--- src/hw/rtl/grid_raymarch_column_renderer_top_defines.svh ---
// ---------------------------------------------------------------------------
// Assertion macros for the grid ray-march column renderer
// Clocked on i_clk, disabled while i_rst_n is low.
// ---------------------------------------------------------------------------
`ifndef GRID_RAYMARCH_COLUMN_RENDERER_TOP_DEFINES_SVH
`define GRID_RAYMARCH_COLUMN_RENDERER_TOP_DEFINES_SVH

// Consequent must hold in the same cycle as the antecedent
`define GRC_ASSERT_NOW(lbl, ante, cons, msg) \
    lbl: assert property (@(posedge i_clk) disable iff (!i_rst_n) (ante) |-> (cons)) \
        else $error(msg);

// Consequent must hold in the cycle after the antecedent
`define GRC_ASSERT_NEXT(lbl, ante, cons, msg) \
    lbl: assert property (@(posedge i_clk) disable iff (!i_rst_n) (ante) |=> (cons)) \
        else $error(msg);

`endif

--- src/hw/rtl/grc_pkg.sv ---
// ---------------------------------------------------------------------------
// grc_pkg
// Shared constants, command/status types and tables of the column renderer.
// ---------------------------------------------------------------------------
package grc_pkg;

    localparam int MAP_SIZE       = 16;
    localparam int SCREEN_ROWS    = 40;
    localparam int MAX_STEPS      = 160;
    localparam int STEPS_PER_CELL = 10;

    localparam int CFG_IDX_W  = 3;
    localparam int CFG_DATA_W = 64;

    // register indexes
    localparam logic [CFG_IDX_W-1:0] CFG_WALLS_0  = 3'd0;
    localparam logic [CFG_IDX_W-1:0] CFG_WALLS_1  = 3'd1;
    localparam logic [CFG_IDX_W-1:0] CFG_WALLS_2  = 3'd2;
    localparam logic [CFG_IDX_W-1:0] CFG_WALLS_3  = 3'd3;
    localparam logic [CFG_IDX_W-1:0] CFG_FOV      = 3'd4;
    localparam logic [CFG_IDX_W-1:0] CFG_COLS     = 3'd5;

    localparam logic [14:0] FOV_RESET  = 15'd8192;
    localparam logic [7:0]  COLS_RESET = 8'd120;

    // shared radix-2 divider
    localparam int DIV_W     = 23;
    localparam int DIV_CNT_W = 5;

    // glyph codes
    localparam logic [3:0] GLYPH_BLANK  = 4'd0;
    localparam logic [3:0] GLYPH_FULL   = 4'd1;
    localparam logic [3:0] GLYPH_DARK   = 4'd2;
    localparam logic [3:0] GLYPH_MEDIUM = 4'd3;
    localparam logic [3:0] GLYPH_LIGHT  = 4'd4;
    localparam logic [3:0] GLYPH_HASH   = 4'd5;
    localparam logic [3:0] GLYPH_CROSS  = 4'd6;
    localparam logic [3:0] GLYPH_DASH   = 4'd7;
    localparam logic [3:0] GLYPH_DOT    = 4'd8;

    typedef struct packed {
        logic       load_in;
        logic       set_ray;
        logic       trig;
        logic       ee;
        logic       march;
        logic       edge_go;
        logic [1:0] edge_k;
        logic       sel;
        logic       div_shade;
        logic       set_ceil;
        logic       emit;
    } t_cmd;

    typedef struct packed {
        logic div_done;
        logic march_stop;
        logic march_wall;
        logic last_row;
    } t_sts;

    // quarter-wave sine, Q1.12, entries 0..64
    function automatic logic [12:0] quarter_sine(input logic [6:0] idx);
        logic [12:0] v;
        case (idx)
            7'd0:  v = 13'd0;    7'd1:  v = 13'd101;  7'd2:  v = 13'd201;
            7'd3:  v = 13'd301;  7'd4:  v = 13'd401;  7'd5:  v = 13'd501;
            7'd6:  v = 13'd601;  7'd7:  v = 13'd700;  7'd8:  v = 13'd799;
            7'd9:  v = 13'd897;  7'd10: v = 13'd995;  7'd11: v = 13'd1092;
            7'd12: v = 13'd1189; 7'd13: v = 13'd1285; 7'd14: v = 13'd1380;
            7'd15: v = 13'd1474; 7'd16: v = 13'd1567; 7'd17: v = 13'd1660;
            7'd18: v = 13'd1751; 7'd19: v = 13'd1842; 7'd20: v = 13'd1931;
            7'd21: v = 13'd2019; 7'd22: v = 13'd2106; 7'd23: v = 13'd2191;
            7'd24: v = 13'd2276; 7'd25: v = 13'd2359; 7'd26: v = 13'd2440;
            7'd27: v = 13'd2520; 7'd28: v = 13'd2598; 7'd29: v = 13'd2675;
            7'd30: v = 13'd2751; 7'd31: v = 13'd2824; 7'd32: v = 13'd2896;
            7'd33: v = 13'd2967; 7'd34: v = 13'd3035; 7'd35: v = 13'd3102;
            7'd36: v = 13'd3166; 7'd37: v = 13'd3229; 7'd38: v = 13'd3290;
            7'd39: v = 13'd3349; 7'd40: v = 13'd3406; 7'd41: v = 13'd3461;
            7'd42: v = 13'd3513; 7'd43: v = 13'd3564; 7'd44: v = 13'd3612;
            7'd45: v = 13'd3659; 7'd46: v = 13'd3703; 7'd47: v = 13'd3745;
            7'd48: v = 13'd3784; 7'd49: v = 13'd3822; 7'd50: v = 13'd3857;
            7'd51: v = 13'd3889; 7'd52: v = 13'd3920; 7'd53: v = 13'd3948;
            7'd54: v = 13'd3973; 7'd55: v = 13'd3996; 7'd56: v = 13'd4017;
            7'd57: v = 13'd4036; 7'd58: v = 13'd4052; 7'd59: v = 13'd4065;
            7'd60: v = 13'd4076; 7'd61: v = 13'd4085; 7'd62: v = 13'd4091;
            7'd63: v = 13'd4095;
            default: v = 13'd4096;
        endcase
        return v;
    endfunction

    // sin^2 of the edge bounds in Q0.36
    function automatic logic [22:0] bound_sq(input logic [1:0] sel);
        logic [22:0] v;
        case (sel)
            2'd0:    v = 23'd6871719;
            2'd1:    v = 23'd1717973;
            2'd2:    v = 23'd274878;
            default: v = 23'd68719;
        endcase
        return v;
    endfunction

    // sine of a binary angle, Q1.12, interpolated on the low 8 bits
    function automatic logic signed [13:0] sine_of(input logic [15:0] a);
        logic [1:0]  q;
        logic [14:0] rr;
        logic [6:0]  i;
        logic [7:0]  f;
        logic [12:0] t0;
        logic [12:0] t1;
        logic [12:0] diff;
        logic [15:0] prod;
        logic [12:0] mag;
        q    = a[15:14];
        rr   = q[0] ? (15'h4000 - {1'b0, a[13:0]}) : {1'b0, a[13:0]};
        i    = rr[14:8];
        f    = rr[7:0];
        t0   = quarter_sine(i);
        t1   = quarter_sine(i + 7'd1);
        diff = t1 - t0;
        prod = {9'd0, diff[6:0]} * {8'd0, f} + 16'd128;
        mag  = (i >= 7'd64) ? 13'd4096 : (t0 + {5'd0, prod[15:8]});
        return q[1] ? -$signed({1'b0, mag}) : $signed({1'b0, mag});
    endfunction

endpackage

--- src/hw/rtl/grc_ctrl.sv ---
// ---------------------------------------------------------------------------
// grc_ctrl
// Sequencer of one column: divide, trig, march, edge test, shade, emit rows.
// ---------------------------------------------------------------------------
`include "grid_raymarch_column_renderer_top_defines.svh"

module grc_ctrl (
    input  logic          i_clk,
    input  logic          i_rst_n,
    input  logic          i_valid,
    output logic          o_stall,
    output logic          o_valid,
    input  logic          i_stall,
    input  grc_pkg::t_sts i_sts,
    output grc_pkg::t_cmd o_cmd
);

    localparam logic [3:0] S_IDLE  = 4'd0;
    localparam logic [3:0] S_DIVA  = 4'd1;
    localparam logic [3:0] S_ANGLE = 4'd2;
    localparam logic [3:0] S_TRIG  = 4'd3;
    localparam logic [3:0] S_EE    = 4'd4;
    localparam logic [3:0] S_MARCH = 4'd5;
    localparam logic [3:0] S_EDGE  = 4'd6;
    localparam logic [3:0] S_SEL   = 4'd7;
    localparam logic [3:0] S_DIVS  = 4'd8;
    localparam logic [3:0] S_CEIL  = 4'd9;
    localparam logic [3:0] S_EMIT  = 4'd10;

    localparam logic [2:0] EDGE_LAST = 3'd7;

    logic [3:0] r_state;
    logic [3:0] n_state;
    logic [2:0] r_ecnt;
    logic       r_o_valid;
    logic       out_free;

    assign out_free = !r_o_valid || !i_stall;

    // next state and commands
    always_comb begin
        n_state = r_state;
        o_cmd   = '0;
        unique case (r_state)
            S_IDLE: begin
                if (i_valid) begin
                    o_cmd.load_in = 1'b1;
                    n_state       = S_DIVA;
                end
            end
            S_DIVA: begin
                if (i_sts.div_done) n_state = S_ANGLE;
            end
            S_ANGLE: begin
                o_cmd.set_ray = 1'b1;
                n_state       = S_TRIG;
            end
            S_TRIG: begin
                o_cmd.trig = 1'b1;
                n_state    = S_EE;
            end
            S_EE: begin
                o_cmd.ee = 1'b1;
                n_state  = S_MARCH;
            end
            S_MARCH: begin
                o_cmd.march = 1'b1;
                if (i_sts.march_stop) n_state = i_sts.march_wall ? S_EDGE : S_DIVS;
            end
            S_EDGE: begin
                o_cmd.edge_go = !r_ecnt[2];
                o_cmd.edge_k  = r_ecnt[1:0];
                if (r_ecnt == EDGE_LAST) n_state = S_SEL;
            end
            S_SEL: begin
                o_cmd.sel = 1'b1;
                n_state   = S_DIVS;
            end
            S_DIVS: begin
                o_cmd.div_shade = 1'b1;
                n_state         = S_CEIL;
            end
            S_CEIL: begin
                if (i_sts.div_done) begin
                    o_cmd.set_ceil = 1'b1;
                    n_state        = S_EMIT;
                end
            end
            S_EMIT: begin
                if (out_free) begin
                    o_cmd.emit = 1'b1;
                    if (i_sts.last_row) n_state = S_IDLE;
                end
            end
            default: n_state = S_IDLE;
        endcase
    end

    // state, corner counter and output valid
    always_ff @(posedge i_clk) begin
        if (!i_rst_n) begin
            r_state   <= S_IDLE;
            r_ecnt    <= '0;
            r_o_valid <= 1'b0;
        end else begin
            r_state <= n_state;
            r_ecnt  <= (r_state == S_EDGE) ? r_ecnt + 3'd1 : 3'd0;
            if (o_cmd.emit) begin
                r_o_valid <= 1'b1;
            end else if (!i_stall) begin
                r_o_valid <= 1'b0;
            end
        end
    end

    assign o_stall = r_state != S_IDLE;
    assign o_valid = r_o_valid;

    `GRC_ASSERT_NOW(a_emit_free, o_cmd.emit, out_free, "row emitted over a pending result")
    `GRC_ASSERT_NOW(a_done_last, (r_state == S_EMIT) && (n_state == S_IDLE), i_sts.last_row, "column ended before the last row")
    `GRC_ASSERT_NEXT(a_accept_div, (r_state == S_IDLE) && i_valid, (r_state == S_DIVA) && !i_sts.div_done, "transfer did not start the divider")

endmodule
--- config.mk ---
export PLATFORM = sky130hd
export DESIGN_NAME = grc_ctrl
export DESIGN_NICKNAME = d
export VERILOG_FILES = /design/src/hw/rtl/grc_pkg.sv /design/src/hw/rtl/grc_ctrl.sv
export VERILOG_INCLUDE_DIRS = /design/src /design/src/hw/rtl
export SDC_FILE = /design/constraint.sdc
export NUM_CORES = 1
export LEC_CHECK = 0
export BUFFER_PORTS_ARGS = -buffer_cell sky130_fd_sc_hd__buf_2
export CAP_MARGIN = 20
export CORE_AREA = 5 5 42 44
export CTS_BUF_LIST = sky130_fd_sc_hd__clkbuf_8
export CTS_CLUSTER_DIAMETER = 80
export DETAILED_ROUTE_END_ITERATION = 10
export DIE_AREA = 0 0 47 49
export HOLD_SLACK_MARGIN = 0.1
export MAX_ROUTING_LAYER = met4
export PLACE_DENSITY_LB_ADDON = 0.3
export SLEW_MARGIN = 20
export SYNTH_ARGS = -nofsm -noshare
export SYNTH_HDL_FRONTEND = slang
export SYNTH_SLANG_ARGS = --single-unit
--- constraint.sdc ---
create_clock -name i_clk -period 2.75 [get_ports i_clk]
set_input_delay 0.275 -clock i_clk [delete_from_list [all_inputs] [get_ports i_clk]]
set_output_delay 0.275 -clock i_clk [all_outputs]
set_load 0.01 [all_outputs]
==> out/metrics.yaml <==
clock_path_buffers: 2
dpl_cell_area_um2: 659
root_buffer: "clkbuf_8"
relSlewSlack: 0.646
arrival_ns: 1.50
tns_ns: 0
critPathKind: "flop to primary output"
fin_skew_ns: 0.00550
cts-resized-gates: 0
vias: 559
first_pass_iters: 4
ir_worst_vdd_mv: 0.337
grt_usage: 0.119
synth_cell_types: 32
drt_iter0_drc: 13
async_reset_ff_frac: 0
avgSynthCellArea_um2: 7.70
netlist_instances: 72
gp_congestion: 0.844
dieArea_um2: 2300
end_kind: "primary output"
status: "finished, final reports clean"
clock_sinks: 8
power.total_mw: 0.322
postCtsHoldBufs: 0
fin_crit_sh: 0.644
num_io_pins: 22
maxCapViolations: 0
synth-seq-cells: 8
post_drt_wl_per_cell_um: 12.0
fmax_mhz: 565
slew_violations: 0
floorplan.initialDensity: 0.396
clk_pin_slew_ns: 0.04
leakage_nw: 0.346
path_cells: "and4bb_4 > nor2b_1 > buf_2"
core_um2: 1400
ant_nets: 0
grt_max_degree: 19
rsz0062_at_grt: "no"
rows: 14
overflow: 0
synth_edf_count: 0
vias_per_cell: 5.22
synth_fp_nets: 82
port_buffers: 21
critPathMaxStageDelay_ns: 0.64
final_cell_mix: "buf_2 (21), dfxtp_1 (8), nor2_1 (7)"
wl_um: 1280
finalSetupViolations: 0
diodes: 0
antenna_found_initial: 0
period_minus_slack_ns: 1.77
drive_gt1_frac: 0.286
die_width_um: 47
hold_viol: 0
power.density_nw_per_um2: 459
nets: 103
hold_path.class: "primary input to flop"
critPathLaunchType: "flop"
grt_pass1_wl_um: 1970
die_h_um: 49
synth-main-ff-cell: "dfxtp_1"
syn_area_um2: 554
tightest_slew_ns: 0.531
drc: 0
cpMaxStageDelayCell: "dfxtp_1"
ys_warn_count: 0
cts_tree: "yes"
design_area_um2: 701
cts_buffers: 3
cp_max_fo: 18
clock_latency_ns: 0.23
final_common_cell: "buf_2"
grt_pass1_vias: 442
critPathRequiredTime_ns: 2.48
htreeDepth: 1
area_growth_pct: 26.4
yosysSeqAreaShare: 0.289
post-cts-setup-buffers: 0
hpwl_um: 938
-- flip-flops by register name (all words and copies together), names as in the netlist --
signal	count
r_state	4
o_valid	1
r_ecnt	3
-- routing by layer --
layer	track usage	vias to the layer above	wire, um
met5	-	-	0
met4	0.0276	0	4
met3	0.0443	2	72
met2	0.163	13	586
met1	0.165	251	616
li1	-	293	-
-- logic make-up (layout without fill, tap and decap cells) --
kind of cell,count (synthesis),after routing,share of synthesized area
AOI/OAI and AO/OA,14,14,0.169
adders and majority gates,2,2,0.0451
buffers and inverters,9,28,0.0632
DFF,8,8,0.289
muxes,1,1,0.0181
and+or+nand+nor,38,38,0.415
-- final timing paths --
check                  start         end  slack, ns  cells after the start
hold reg to reg    r_ecnt[0]   r_ecnt[0]       0.44                      1
setup / recovery  r_state[2]    o_cmd[6]       0.98                      3
setup reg to reg  r_state[0]  r_state[2]       1.07                      4
hold / removal       i_stall     o_valid       0.32                      3
-- Yosys cell counts (3+ instances only) --
| cell type | instances | area [um^2] |
|---|---|---|
| nor2_1 | 7 | 26.3 |
| nor3b_1 | 3 | 22.5 |
| and3_1 | 3 | 18.8 |
| dfxtp_1 | 8 | 160 |
| nand2b_1 | 3 | 18.8 |
| clkbuf_1 | 4 | 15.0 |
| o21ai_0 | 4 | 20.0 |
| inv_1 | 4 | 15.0 |
| nand2_1 | 6 | 22.5 |
-- worst max-delay path, delay by kind of cell, from the launching register on --
kind,cells,cell delay [ns]
AND/OR/NAND/NOR,2,0.50
buffers and inverters,1,0.13
flip-flops,1,0.64
-- per-stage QoR --
step / util / cells / worst slack [ns] / hold slack (ns)
final: 0.500 / 107 / 0.979 / 0.323
after global placement: 0.471 / 104 / 1.16 / 0.427
after global routing: 0.500 / 107 / 0.871 / 0.346
after detailed placement: 0.471 / 104 / 1.10 / 0.436
after floorplan: - / 72 / 1.32 / 0.389
after CTS: 0.500 / 107 / 0.974 / 0.322
-- where the power goes --
part | switching, mW | internal [mW]
Sequential | 0.0138 | 0.120
Combinational | 0.0257 | 0.0251
Clock | 0.0422 | 0.0945
-- final cells by class --
type                    count  area (um^2)
inverters                   4         15.0
repair buffers             21          105
clock buffers               3         41.3
flip-flops and latches      8          160
fillers                   145          701
multi-input cells          55          359
well taps                  16         20.0
No activity file was read; power rests on OpenSTA's default activity.
